`src/rtl/cdb_pkg.sv`:
```
// Shared constants, types and helper functions of the choice dictionary.
// Used by the controller, the datapath and the top level.
`timescale 1ns / 1ps
package cdb_pkg;

    localparam int WORD_BITS     = 64;
    localparam int ELEMENT_WORDS = 1024;
    localparam int BLOCKS        = (ELEMENT_WORDS + WORD_BITS - 1) / WORD_BITS;
    localparam int IDX_W         = 16;
    localparam int BIT_W         = $clog2(WORD_BITS);
    localparam int WADDR_W       = $clog2(ELEMENT_WORDS);
    localparam int BLK_W         = $clog2(BLOCKS);
    localparam int CNT_W         = $clog2(BLOCKS + 1);
    localparam int LZ_W          = $clog2(WORD_BITS + 1);
    localparam int GRP_BITS      = 8;
    localparam int GROUPS        = WORD_BITS / GRP_BITS;
    localparam int GRP_W         = (GROUPS > 1) ? $clog2(GROUPS) : 1;
    localparam int GBIT_W        = $clog2(GRP_BITS);

    // Request kinds.
    localparam logic [1:0] KIND_INSERT = 2'd0;
    localparam logic [1:0] KIND_REMOVE = 2'd1;
    localparam logic [1:0] KIND_TEST   = 2'd2;
    localparam logic [1:0] KIND_CHOOSE = 2'd3;

    typedef logic [WORD_BITS-1:0] t_word;

    // Commands from the controller to the datapath.
    typedef struct packed {
        logic clr_wr;
        logic accept;
        logic rd_item;
        logic exec;
        logic sum_cb;
        logic lz_first;
        logic rd_cw;
        logic lz_second;
        logic res_choose;
        logic res_err;
        logic load_out;
    } t_cmd;

    // Status from the datapath to the controller.
    typedef struct packed {
        logic [1:0] kind;
        logic       count_zero;
        logic       clr_last;
        logic       out_free;
    } t_status;

    // Word with only the bit of position pos set, most significant bit first.
    function automatic t_word msb_bit(input logic [BIT_W-1:0] pos);
        t_word v;
        v = '0;
        v[WORD_BITS-1-int'(pos)] = 1'b1;
        return v;
    endfunction

endpackage

```
`src/rtl/cdb_ctrl.sv`:
```
// Controller state machine of the choice dictionary.
// Depends on cdb_pkg; drives the datapath by t_cmd and watches t_status.
`timescale 1ns / 1ps
module cdb_ctrl import cdb_pkg::*; (
    input  logic    i_clk,
    input  logic    i_rst_n,
    input  logic    i_in_valid,
    input  t_status i_status,
    output logic    o_in_stall,
    output t_cmd    o_cmd
);

    localparam logic [3:0] S_CLEAR = 4'd0;
    localparam logic [3:0] S_IDLE  = 4'd1;
    localparam logic [3:0] S_READ  = 4'd2;
    localparam logic [3:0] S_EXEC  = 4'd3;
    localparam logic [3:0] S_CSUM  = 4'd4;
    localparam logic [3:0] S_CLZ1  = 4'd5;
    localparam logic [3:0] S_CADDR = 4'd6;
    localparam logic [3:0] S_CLZ2  = 4'd7;
    localparam logic [3:0] S_CRES  = 4'd8;
    localparam logic [3:0] S_FIN   = 4'd9;

    logic [3:0] r_state;
    logic [3:0] n_state;

    // State register.
    always_ff @(posedge i_clk) begin
        if (!i_rst_n) begin
            r_state <= S_CLEAR;
        end else begin
            r_state <= n_state;
        end
    end

    assign o_in_stall = (r_state != S_IDLE);

    // Next state and commands.
    always_comb begin
        n_state = r_state;
        o_cmd   = '0;
        case (r_state)
            S_CLEAR: begin
                o_cmd.clr_wr = 1'b1;
                if (i_status.clr_last) n_state = S_IDLE;
            end
            S_IDLE: begin
                if (i_in_valid) begin
                    o_cmd.accept = 1'b1;
                    n_state = S_READ;
                end
            end
            S_READ: begin
                o_cmd.rd_item = 1'b1;
                if (i_status.kind == KIND_CHOOSE) begin
                    if (i_status.count_zero) begin
                        o_cmd.res_err = 1'b1;
                        n_state = S_FIN;
                    end else begin
                        n_state = S_CSUM;
                    end
                end else begin
                    n_state = S_EXEC;
                end
            end
            S_EXEC: begin
                o_cmd.exec = 1'b1;
                n_state = S_FIN;
            end
            S_CSUM: begin
                o_cmd.sum_cb = 1'b1;
                n_state = S_CLZ1;
            end
            S_CLZ1: begin
                o_cmd.lz_first = 1'b1;
                n_state = S_CADDR;
            end
            S_CADDR: begin
                o_cmd.rd_cw = 1'b1;
                n_state = S_CLZ2;
            end
            S_CLZ2: begin
                o_cmd.lz_second = 1'b1;
                n_state = S_CRES;
            end
            S_CRES: begin
                o_cmd.res_choose = 1'b1;
                n_state = S_FIN;
            end
            S_FIN: begin
                if (i_status.out_free) begin
                    o_cmd.load_out = 1'b1;
                    n_state = S_IDLE;
                end
            end
            default: begin
                n_state = S_IDLE;
            end
        endcase
    end

endmodule

```
`config.mk`:
```
export PLATFORM = sky130hd
export DESIGN_NAME = cdb_ctrl
export DESIGN_NICKNAME = d
export VERILOG_FILES = /design/src/rtl/cdb_pkg.sv /design/src/rtl/cdb_ctrl.sv
export SDC_FILE = /design/constraint.sdc
export NUM_CORES = 1
export LEC_CHECK = 0
export BUFFER_PORTS_ARGS = -buffer_cell sky130_fd_sc_hd__buf_2
export CAP_MARGIN = 30
export CORE_AREA = 2 2 39 41
export CTS_CLUSTER_DIAMETER = 60
export CTS_CLUSTER_SIZE = 30
export DETAILED_ROUTE_END_ITERATION = 16
export DIE_AREA = 0 0 41 43
export GPL_TIMING_DRIVEN = 0
export PLACE_DENSITY_LB_ADDON = 0.3
export SLEW_MARGIN = 20
export SYNTH_ARGS = -nofsm -noshare
export SYNTH_HDL_FRONTEND = slang
export SYNTH_SLANG_ARGS = --single-unit
```
`constraint.sdc`:
```
create_clock -name i_clk -period 1.2 [get_ports i_clk]
set_input_delay 0.18 -clock i_clk [delete_from_list [all_inputs] [get_ports i_clk]]
set_output_delay 0.18 -clock i_clk [all_outputs]
set_load 0.02 [all_outputs]
```
==> results of run 1 <==
-- cell type report --
type	instances	area share [%]
multi-input combinational	36	43.5
timing repair buffer	31	32.2
sequential	4	10.7
buffer	4	6.71
clock buffer	3	2.68
tap	16	2.38
inverter	4	1.79
-- kinds of logic after synthesis --
logic type             after synthesis
flip-flops                           4
buffers and inverters                8
AND/OR/NAND/NOR                     24
AO/OA/AOI/OAI                       12
-- metrics by stage --
step	hold slack (ns)	instances	power [mW]	setup WS [ns]	TNS (ns)
floorplan	0.373	48	0.231	-0.0997	-0.241
global placement	0.518	83	0.269	-0.0968	-0.373
detailed placement	0.520	83	0.271	-0.100	-0.486
CTS	0.261	93	0.493	-0.247	-2.06
global route	0.267	98	0.557	-0.334	-3.12
finish	0.268	98	0.511	-0.261	-2.15
-- power by group --
part / total, mW / switching (mW) / internal [mW]
clock: 0.171 / 0.0587 / 0.112
sequential: 0.147 / 0.00932 / 0.138
combinational: 0.193 / 0.0864 / 0.107
total: 0.511 / 0.154 / 0.357
-- timing repair --
item,in CTS,in global routing
endpoints found under the setup margin,13,15
setup buffers,7,4
gates cloned,0,1
pin swaps,8,10
gates resized for setup,33,13
-- layer usage --
layer | GRT usage [%] | share of wire [%] | up-vias
li1 | - | - | 248
met1 | 18.3 | 43 | 220
met2 | 25.6 | 54 | 9
met3 | 7.85 | 2.5 | 0
met4 | 6.00 | 0 | 0
met5 | 0 | 0 | -
-- final timing paths --
kind,cells after the start,from,slack [ns],endpoint
setup / recovery,4,r_state[0]$_SDFFE_PN0P_,-0.26,o_cmd[6]
hold / removal,3,i_rst_n,0.27,r_state[1]$_SDFFE_PN0P_
setup reg to reg,4,r_state[3]$_SDFFE_PN0P_,-0.10,r_state[0]$_SDFFE_PN0P_
hold reg to reg,2,r_state[1]$_SDFFE_PN0P_,0.61,r_state[1]$_SDFFE_PN0P_
-- worst max-delay path, delay by kind of cell (launching register included) --
kind / cells / cell delay [ns]
DFF: 1 / 0.35
and+or+nand+nor: 2 / 0.39
buffers and inverters: 2 / 0.29
-- placed cells by master, fill, tap and decap left out, types with 2 or more instances in the layout --
cell	synthesis	routed
buf_6	2	11
inv_1	4	3
dfxtp_4	0	2
nand2b_4	0	2
nand3b_1	2	2
dfxtp_2	0	2
nor2_4	0	2
a21o_1	2	2
buf_8	0	3
nor3_2	0	3
buf_2	0	7
buf_4	2	13
clkbuf_4	0	3
==> flow_metrics.tcl, run 1 <==
set metrics [dict create \
    fp.dieH_um 43 \
    synth_top_area_share_pct 20.3 \
    crit_fanout 6 \
    endpoint_kind "output port" \
    yosysTopAreaCell "dfxtp_1" \
    hold_viol_final 0 \
    setup_viol 13 \
    setup_ws_ns -0.261 \
    ir_drop_v 0.000434 \
    fin_util_pct 60.7 \
    cts_tree "built" \
    synthAdderAreaFrac_pct 0 \
    synth.area.mux_share_pct 0 \
    dieArea_um2 1760 \
    clock_path_buffers 2 \
    syn_nets 56 \
    cp_slowest_stage_delay_ns 0.35 \
    n_fill_cell 107 \
    syn_to_final_growth_pct 112 \
    clock.fmax_mhz 685 \
    io_buffers 19 \
    worst_pin_slew_ns 0.297 \
    start_kind "flop" \
    gp_congestion 0.769 \
    synth_compound_area_share_pct 28.2 \
    fin_nets 92 \
    async_reset_ff_share_pct 0 \
    worstPathCellList "buf_6, or2b_1, nor3_2, buf_4" \
    die_x_um 41 \
    top_register "r_state" \
    synth_simple_gate_area_share_pct 38.3 \
    critical_path_arrival_ns 1.28 \
    hpwlAfterDp_um 755 \
    first_iter_violations 6 \
    synth_edf_count 0 \
    n_antenna_cell 0 \
    reg_top3 "r_state x4" \
    synth_warnings 0 \
    synth-xor-area-share_pct 0 \
    ys_ff_latch 4 \
    path_class "flop to output port" \
    max_cap_violations 0 \
    cts.sinks 4 \
    fin_area_um2 840 \
    rows 14 \
    synthCells 48 \
    critPathRequiredTime_ns 1.02 \
    synth_common_cells "dfxtp_1 (4), inv_1 (4)" \
    routed_wl_um 1240 \
    power.leakage_nw 0.372 \
    hp-class "input pin to flop" \
    firstDrtPassIters 4 \
    timing.final.crit_share_pct 122 \
    via_per_inst 4.87 \
    io-pin-count 20 \
    slowest_stage "dfxtp_4" \
    hold_buffers 0 \
    clk_pin_slew_ns 0.04 \
    vias 477 \
    status "finished, violations left" \
    drc 0 \
    cts_inserted_buffers 3 \
    postSynthAreaPerCell_um2 8.24 \
    period_needed_ns 1.46 \
    yosysSeqAreaShare_pct 20.3 \
    slew_violations 0 \
    synth_area_leaders "dfxtp_1 (20%), buf_6 (5.7%), nand2b_1 (4.7%)" \
    rsz0062_at_grt "yes" \
    fp.coreArea_um2 1380 \
    cts-root-buf "clkbuf_4" \
    antenna_found_initial 0 \
    wire_per_inst_um 12.6 \
    place_area_um2 548 \
    drive_gt1_share_pct 73.2 \
    ys.flop_type "dfxtp_1" \
    synth_area_um2 395 \
    max-slew-margin-rel_pct 80.2 \
    multi_input_area_um2 365 \
    gr-total-overflow 0 \
    synth_cell_types 29 \
    track_usage_pct 16.3 \
    postRouteAntennaNets 0 \
    largest_reg_flops 4 \
    grt_pass1_vias 435 \
    initial_utilization_pct 28.6 \
    violations "setup timing" \
    power_density_nw_per_um2 609 \
    h-tree-depth 1 \
    grt_max_degree 11 \
    synth_top_family_by_area "simple AND/OR/NAND/NOR gates" \
    insertion_delay_ns 0.24 \
    finClkSkew_ns 0.00539 \
    regArea_um2 90.1 \
    grt_pass1_wl_um 1880 \
]
(Power assumes the default switching activity.)
==> inputs of run 2 (changes only) <==
ABC_AREA = 1   (was default)
clock period = 1.4 ns   (was 1.2 ns; I/O delays follow)
==> run 2 against run 1 <==
- the flow now finishes without violations
- cell count increased by 8.2%
- register-to-register slack improved by 0.38 ns
- combinational power decreased by 15%
- sequential power decreased by 6%
- critical path depth unchanged
- clock power decreased by 23%
- critical path type unchanged
- largest cell class unchanged
- largest power group unchanged
==> flow_metrics.tcl, run 2 <==
set metrics [dict create \
    crit_top_cell "nor2_2" \
    io-pin-count 20 \
    crit_family "flip-flops" \
    postSynthAreaPerCell_um2 5.34 \
    yosysTopAreaCell "dfxtp_1" \
    finClkSkew_ns 0.00349 \
    drc 0 \
    hold_viol_final 0 \
    synth_area_leaders "dfxtp_1 (22%), nand2_1 (16%), inv_1 (15%)" \
    insertion_delay_ns 0.23 \
    fin_nets 100 \
    power.leakage_nw 0.339 \
    synth_area_um2 358 \
    antenna_found_initial 0 \
    initial_utilization_pct 25.9 \
    ys_ff_latch 4 \
    first_iter_violations 5 \
    synth.most_common_cell "nand2_1" \
    largest_reg_flops 4 \
    top_register "r_state" \
    crit_fanout 5 \
    grt_max_degree 8 \
    synthCells 67 \
    hold_buffers 0 \
    rsz0062_at_grt "yes" \
    via_per_inst 4.28 \
    die_x_um 41 \
    fin_util_pct 40.9 \
    place_inst 102 \
    start_kind "flop" \
    cts.sinks 4 \
    layout_common_cells "nand2_1 (14), buf_2 (14), inv_1 (13)" \
    cp_num_buf_inv 2 \
    h-tree-depth 1 \
    critPathRequiredTime_ns 1.19 \
    yosysSeqAreaShare_pct 22.4 \
    clk_pin_slew_ns 0.03 \
    startpoint "r_state[0]$_SDFFE_PN0P_" \
    cp_slowest_stage_delay_ns 0.36 \
    setup_viol 0 \
    fp.dieH_um 43 \
    dieArea_um2 1760 \
    period_needed_ns 1.37 \
    ys.flop_type "dfxtp_1" \
    hpwlAfterDp_um 782 \
    min_from "i_rst_n" \
    wire_per_inst_um 8.37 \
    max-slew-margin-rel_pct 86.1 \
    gr-total-overflow 0 \
    r2r_start "r_state[1]$_SDFFE_PN0P_" \
    clock_path_buffers 2 \
    whs_ns 0.196 \
    rows 14 \
    syn_to_final_growth_pct 58.0 \
    n_fill_cell 172 \
    synth_common_cells "nand2_1 (15), inv_1 (14), nor2_1 (9), nand3_1 (8), nor2_2 (7)" \
    io_buffers 19 \
    worst_pin_slew_ns 0.206 \
    clock.fmax_mhz 732 \
    grt_pass1_wl_um 1420 \
    n_antenna_cell 0 \
    track_usage_pct 11.9 \
    slew_violations 0 \
    synth_top_area_share_pct 22.4 \
    max_cap_violations 0 \
    worstPathCellList "nor2_2, inv_1, nor2_2, buf_2" \
    regArea_um2 95.1 \
    slowest_stage "dfxtp_4" \
    cts-root-buf "clkbuf_4" \
    gp_congestion 0.814 \
    timing.final.crit_share_pct 97.6 \
    synth_edf_count 0 \
    cts_inserted_buffers 3 \
    reg_top3 "r_state x4" \
    ir_drop_v 0.000406 \
    grt_pass1_vias 370 \
    synth_cell_types 13 \
    hp-class "input pin to flop" \
    status "completed" \
    fin_setup_tns_ns 0 \
    path_class "flop to output port" \
    postRouteAntennaNets 0 \
    routed_wl_um 887 \
    endpoint_kind "output port" \
    layout.cells.non_filler 106 \
    async_reset_ff_share_pct 0 \
    power_density_nw_per_um2 770 \
    vias 454 \
    fp.coreArea_um2 1380 \
    multi_input_area_um2 249 \
    critical_path_arrival_ns 1.16 \
    power_mw 0.436 \
    synth_warnings 0 \
    cts_tree "built" \
    drive_gt1_share_pct 48.9 \
    firstDrtPassIters 3 \
    syn_nets 75 \
]
-- run 2: cell types whose count changed after synthesis, sizes merged, moves of 2 or more --
cell,previous run,this run
a2111oi,2,0
a21o,2,0
a21oi,0,3
a31oi,2,0
buf,4,0
inv,4,16
nand2,3,15
nand2b,3,0
nand3,0,8
nand3b,2,0
nor2,3,16
nor2b,2,0
-- run 2: what timing repair did --
item	4_1_cts	5_1_grt
setup buffers	0	1
gates resized for setup	5	18
endpoints found under the setup margin	8	9
endpoints found under the hold margin	0	0
pin swaps	0	2
-- run 2: stage by stage --
stage          worst slack (ns)  cell area [µm²]
3_5_place_dp              0.176              473
3_3_place_gp              0.178              473
4_1_cts                 -0.0277              504
5_1_grt                 -0.0321              566
6_report                 0.0336              566
2_1_floorplan            0.0843              358
-- run 2: layer usage --
layer | global-route usage [%] | wire length [µm] | up-vias
li1 | - | - | 250
met1 | 15.8 | 420 | 191
met2 | 18.1 | 419 | 13
met3 | 4.71 | 46 | 0
met4 | 2.00 | 0 | 0
met5 | 0 | 0 | -
-- run 2: path summary, 6_finish.rpt --
check	endpoint	slack [ns]	depth (start not counted)
worst max-delay path	o_cmd[6]	0.03	4
worst min-delay path	r_state[3]$_SDFFE_PN0P_	0.20	3
worst max register to register	r_state[3]$_SDFFE_PN0P_	0.28	8
worst min register to register	r_state[2]$_SDFFE_PN0P_	0.62	3
-- run 2: where the power goes --
part / switching, mW / internal (mW)
logic: 0.107 / 0.0579
registers: 0.0165 / 0.122
clock network: 0.0371 / 0.0951
-- run 2: final cells by class --
cell class,instances,area share (%)
multi-input combinational,46,44.0
sequential,4,16.8
tap,16,3.54
inverter,17,11.3
clock buffer,3,3.98
timing repair buffer,20,20.4
-- run 2: tightest hold or removal path: cells and delay by family --
family	cells	cell delay [ns]
buffers and inverters	2	0.13
and+or+nand+nor	1	0.05
-- run 2: kinds of logic after synthesis --
kind of cell | Yosys count | share of synthesized area (%)
flops | 4 | 22.4
compound gates | 4 | 6.64
simple gates | 42 | 53.1
buf+inv | 17 | 17.8
==> inputs of run 3 (changes only) <==
--- a/config.mk
+++ b/config.mk
@@ -14,5 +14,4 @@
 export DETAILED_ROUTE_END_ITERATION = 16
 export DIE_AREA = 0 0 41 43
-export GPL_TIMING_DRIVEN = 0
 export PLACE_DENSITY_LB_ADDON = 0.3
 export SLEW_MARGIN = 20
==> constraint.sdc (replaced) <==
create_clock -name i_clk -period 1.4 [get_ports i_clk]
set_input_delay 0.14 -clock i_clk [delete_from_list [all_inputs] [get_ports i_clk]]
set_output_delay 0.14 -clock i_clk [all_outputs]
set_load 0.02 [all_outputs]
==> run 3 against run 2 <==
- sequential power about the same
- largest power group unchanged
- via count down 3.5%
- global-route usage rose by 0.50 points
- utilization down 4.8 points
==> flow_metrics.tcl, run 3 (synthesis results as in run 2) <==
set metrics [dict create \
    largest_reg_flops 4 \
    drc 0 \
    final_common_cell "buf_2" \
    status "completed" \
    power_mw 0.426 \
    fp.dieH_um 43 \
    min_from "i_rst_n" \
    cts_tree "built" \
    antenna_found_initial 0 \
    dieArea_um2 1760 \
    period_needed_ns 1.33 \
    clk_pin_slew_ns 0.03 \
    top_register "r_state" \
    grt_pass1_vias 371 \
    path_class "flop to output port" \
    hold_viol_final 0 \
    endpoint_kind "output port" \
    fp.coreArea_um2 1380 \
    max_cap_violations 0 \
    gr-total-overflow 0 \
    rrSetupSlack_ns 0.28 \
    critical_path_arrival_ns 1.19 \
    first_iter_violations 4 \
    power.leakage_nw 0.329 \
    layout_common_cells "buf_2 (19), nand2_1 (15), inv_1 (13)" \
    h-tree-depth 1 \
    holdPathEnd "r_state[3]$_SDFFE_PN0P_" \
    n_antenna_cell 0 \
    die_x_um 41 \
    setup_viol 0 \
    ir_drop_v 0.000649 \
    routed_wl_um 883 \
    gp_congestion 0.855 \
    hpwlAfterDp_um 776 \
    syn_to_final_growth_pct 39.5 \
    cts-root-buf "clkbuf_4" \
    postRouteAntennaNets 0 \
    finClkSkew_ns 0.00338 \
    pre_cts_ws_ns 0.247 \
    max-slew-margin-rel_pct 82.2 \
    drive_gt1_share_pct 40.4 \
    cts_inserted_buffers 3 \
    setup_ws_ns 0.0656 \
    clock.fmax_mhz 749 \
    cts.sinks 4 \
    via_per_inst 4.17 \
    fin_nets 99 \
    worstRegToRegCells 8 \
    crit_fanout 7 \
    worst_pin_slew_ns 0.267 \
    reg_top3 "r_state x4" \
    grt_pass1_wl_um 1490 \
    wire_per_inst_um 8.41 \
    insertion_delay_ns 0.23 \
    hold_buffers 0 \
    postCtsSetupBuffers 0 \
    start_kind "flop" \
    track_usage_pct 12.4 \
    io_buffers 19 \
    io-pin-count 20 \
    rsz0062_at_grt "yes" \
    power_density_nw_per_um2 854 \
    critPathRequiredTime_ns 1.26 \
    rows 14 \
    clock_path_buffers 2 \
    vias 438 \
    slew_violations 0 \
    grt_max_degree 8 \
    r2r_start "r_state[1]$_SDFFE_PN0P_" \
    r2r-end "r_state[3]$_SDFFE_PN0P_" \
    firstDrtPassIters 4 \
    initial_utilization_pct 25.9 \
    hp-class "input pin to flop" \
    timing.final.crit_share_pct 95.3 \
    holdPathStages 3 \
]
run 3: cell count changes in the layout (fill, tap and decap cells not counted), moves of 3 or more:
cell | previous run | this run
buf_4 | 6 | 0
dfxtp_4 | 4 | 0
nor2_4 | 3 | 0
buf_2 | 14 | 19
dfxtp_2 | 0 | 3
nor2_1 | 6 | 9
run 3: timing repair:
action	4_1_cts	5_1_grt
gates resized for setup	1	3
cloned	0	0
setup endpoints to repair	1	10
run 3: critical path: stages (launching register included):
cell     delay [ns]
dfxtp_2        0.33
nor2_2         0.25
nand2_1        0.14
nor2_1         0.09
buf_2          0.16
run 3: where the power goes:
group / leakage (nW) / total (mW) / switching (mW) / internal (mW)
combinational: 0.282 / 0.152 / 0.101 / 0.0514
clock: 0.0138 / 0.137 / 0.0413 / 0.0955
sequential: 0.0338 / 0.137 / 0.0124 / 0.125
run 3: per-stage QoR:
step / TNS (ns) / hold slack (ns) / cell area (µm²) / instances / utilization (%)
after floorplan: 0 / 0.238 / 358 / 67 / -
after global placement: 0 / 0.359 / 473 / 102 / 34.2
after detailed placement: 0 / 0.358 / 473 / 102 / 34.2
after CTS: 0 / 0.121 / 497 / 105 / 35.9
after global routing: -0.274 / 0.130 / 499 / 105 / 36.1
final: 0 / 0.123 / 499 / 105 / 36.1
run 3: worst max-delay path by stage:
stage	end	start	slack, ns	depth (start not counted)
3_3_place_gp	o_cmd[4]	r_state[2]$_SDFFE_PN0P_	0.24	5
2_1_floorplan	o_cmd[9]	r_state[0]$_SDFFE_PN0P_	0.15	4
4_1_cts	o_cmd[9]	r_state[0]$_SDFFE_PN0P_	0.03	5
5_1_grt	o_cmd[9]	r_state[3]$_SDFFE_PN0P_	-0.07	4
3_5_place_dp	o_cmd[4]	r_state[2]$_SDFFE_PN0P_	0.25	5
6_report	o_cmd[9]	r_state[2]$_SDFFE_PN0P_	0.07	4
run 3: area by class of cell:
| class | instances | area [µm²] |
|---|---|---|
| Fill cell | 159 | 885 |
| Multi-Input combinational cell | 46 | 214 |
| Timing Repair Buffer | 19 | 95.1 |
| Sequential cell | 4 | 83.8 |
| Inverter | 17 | 63.8 |
| Clock buffer | 3 | 22.5 |
| Tap cell | 16 | 20.0 |
run 3: per-layer routing:
layer / wire length (µm) / global-route usage, % / share of wire (%) / vias to the layer above
met5: 0 / 0 / 0 / -
met4: 8 / 2.00 / 0.91 / 0
met3: 49 / 6.28 / 5.5 / 2
met2: 401 / 17.8 / 45 / 13
met1: 425 / 16.7 / 48 / 173
li1: - / - / - / 250
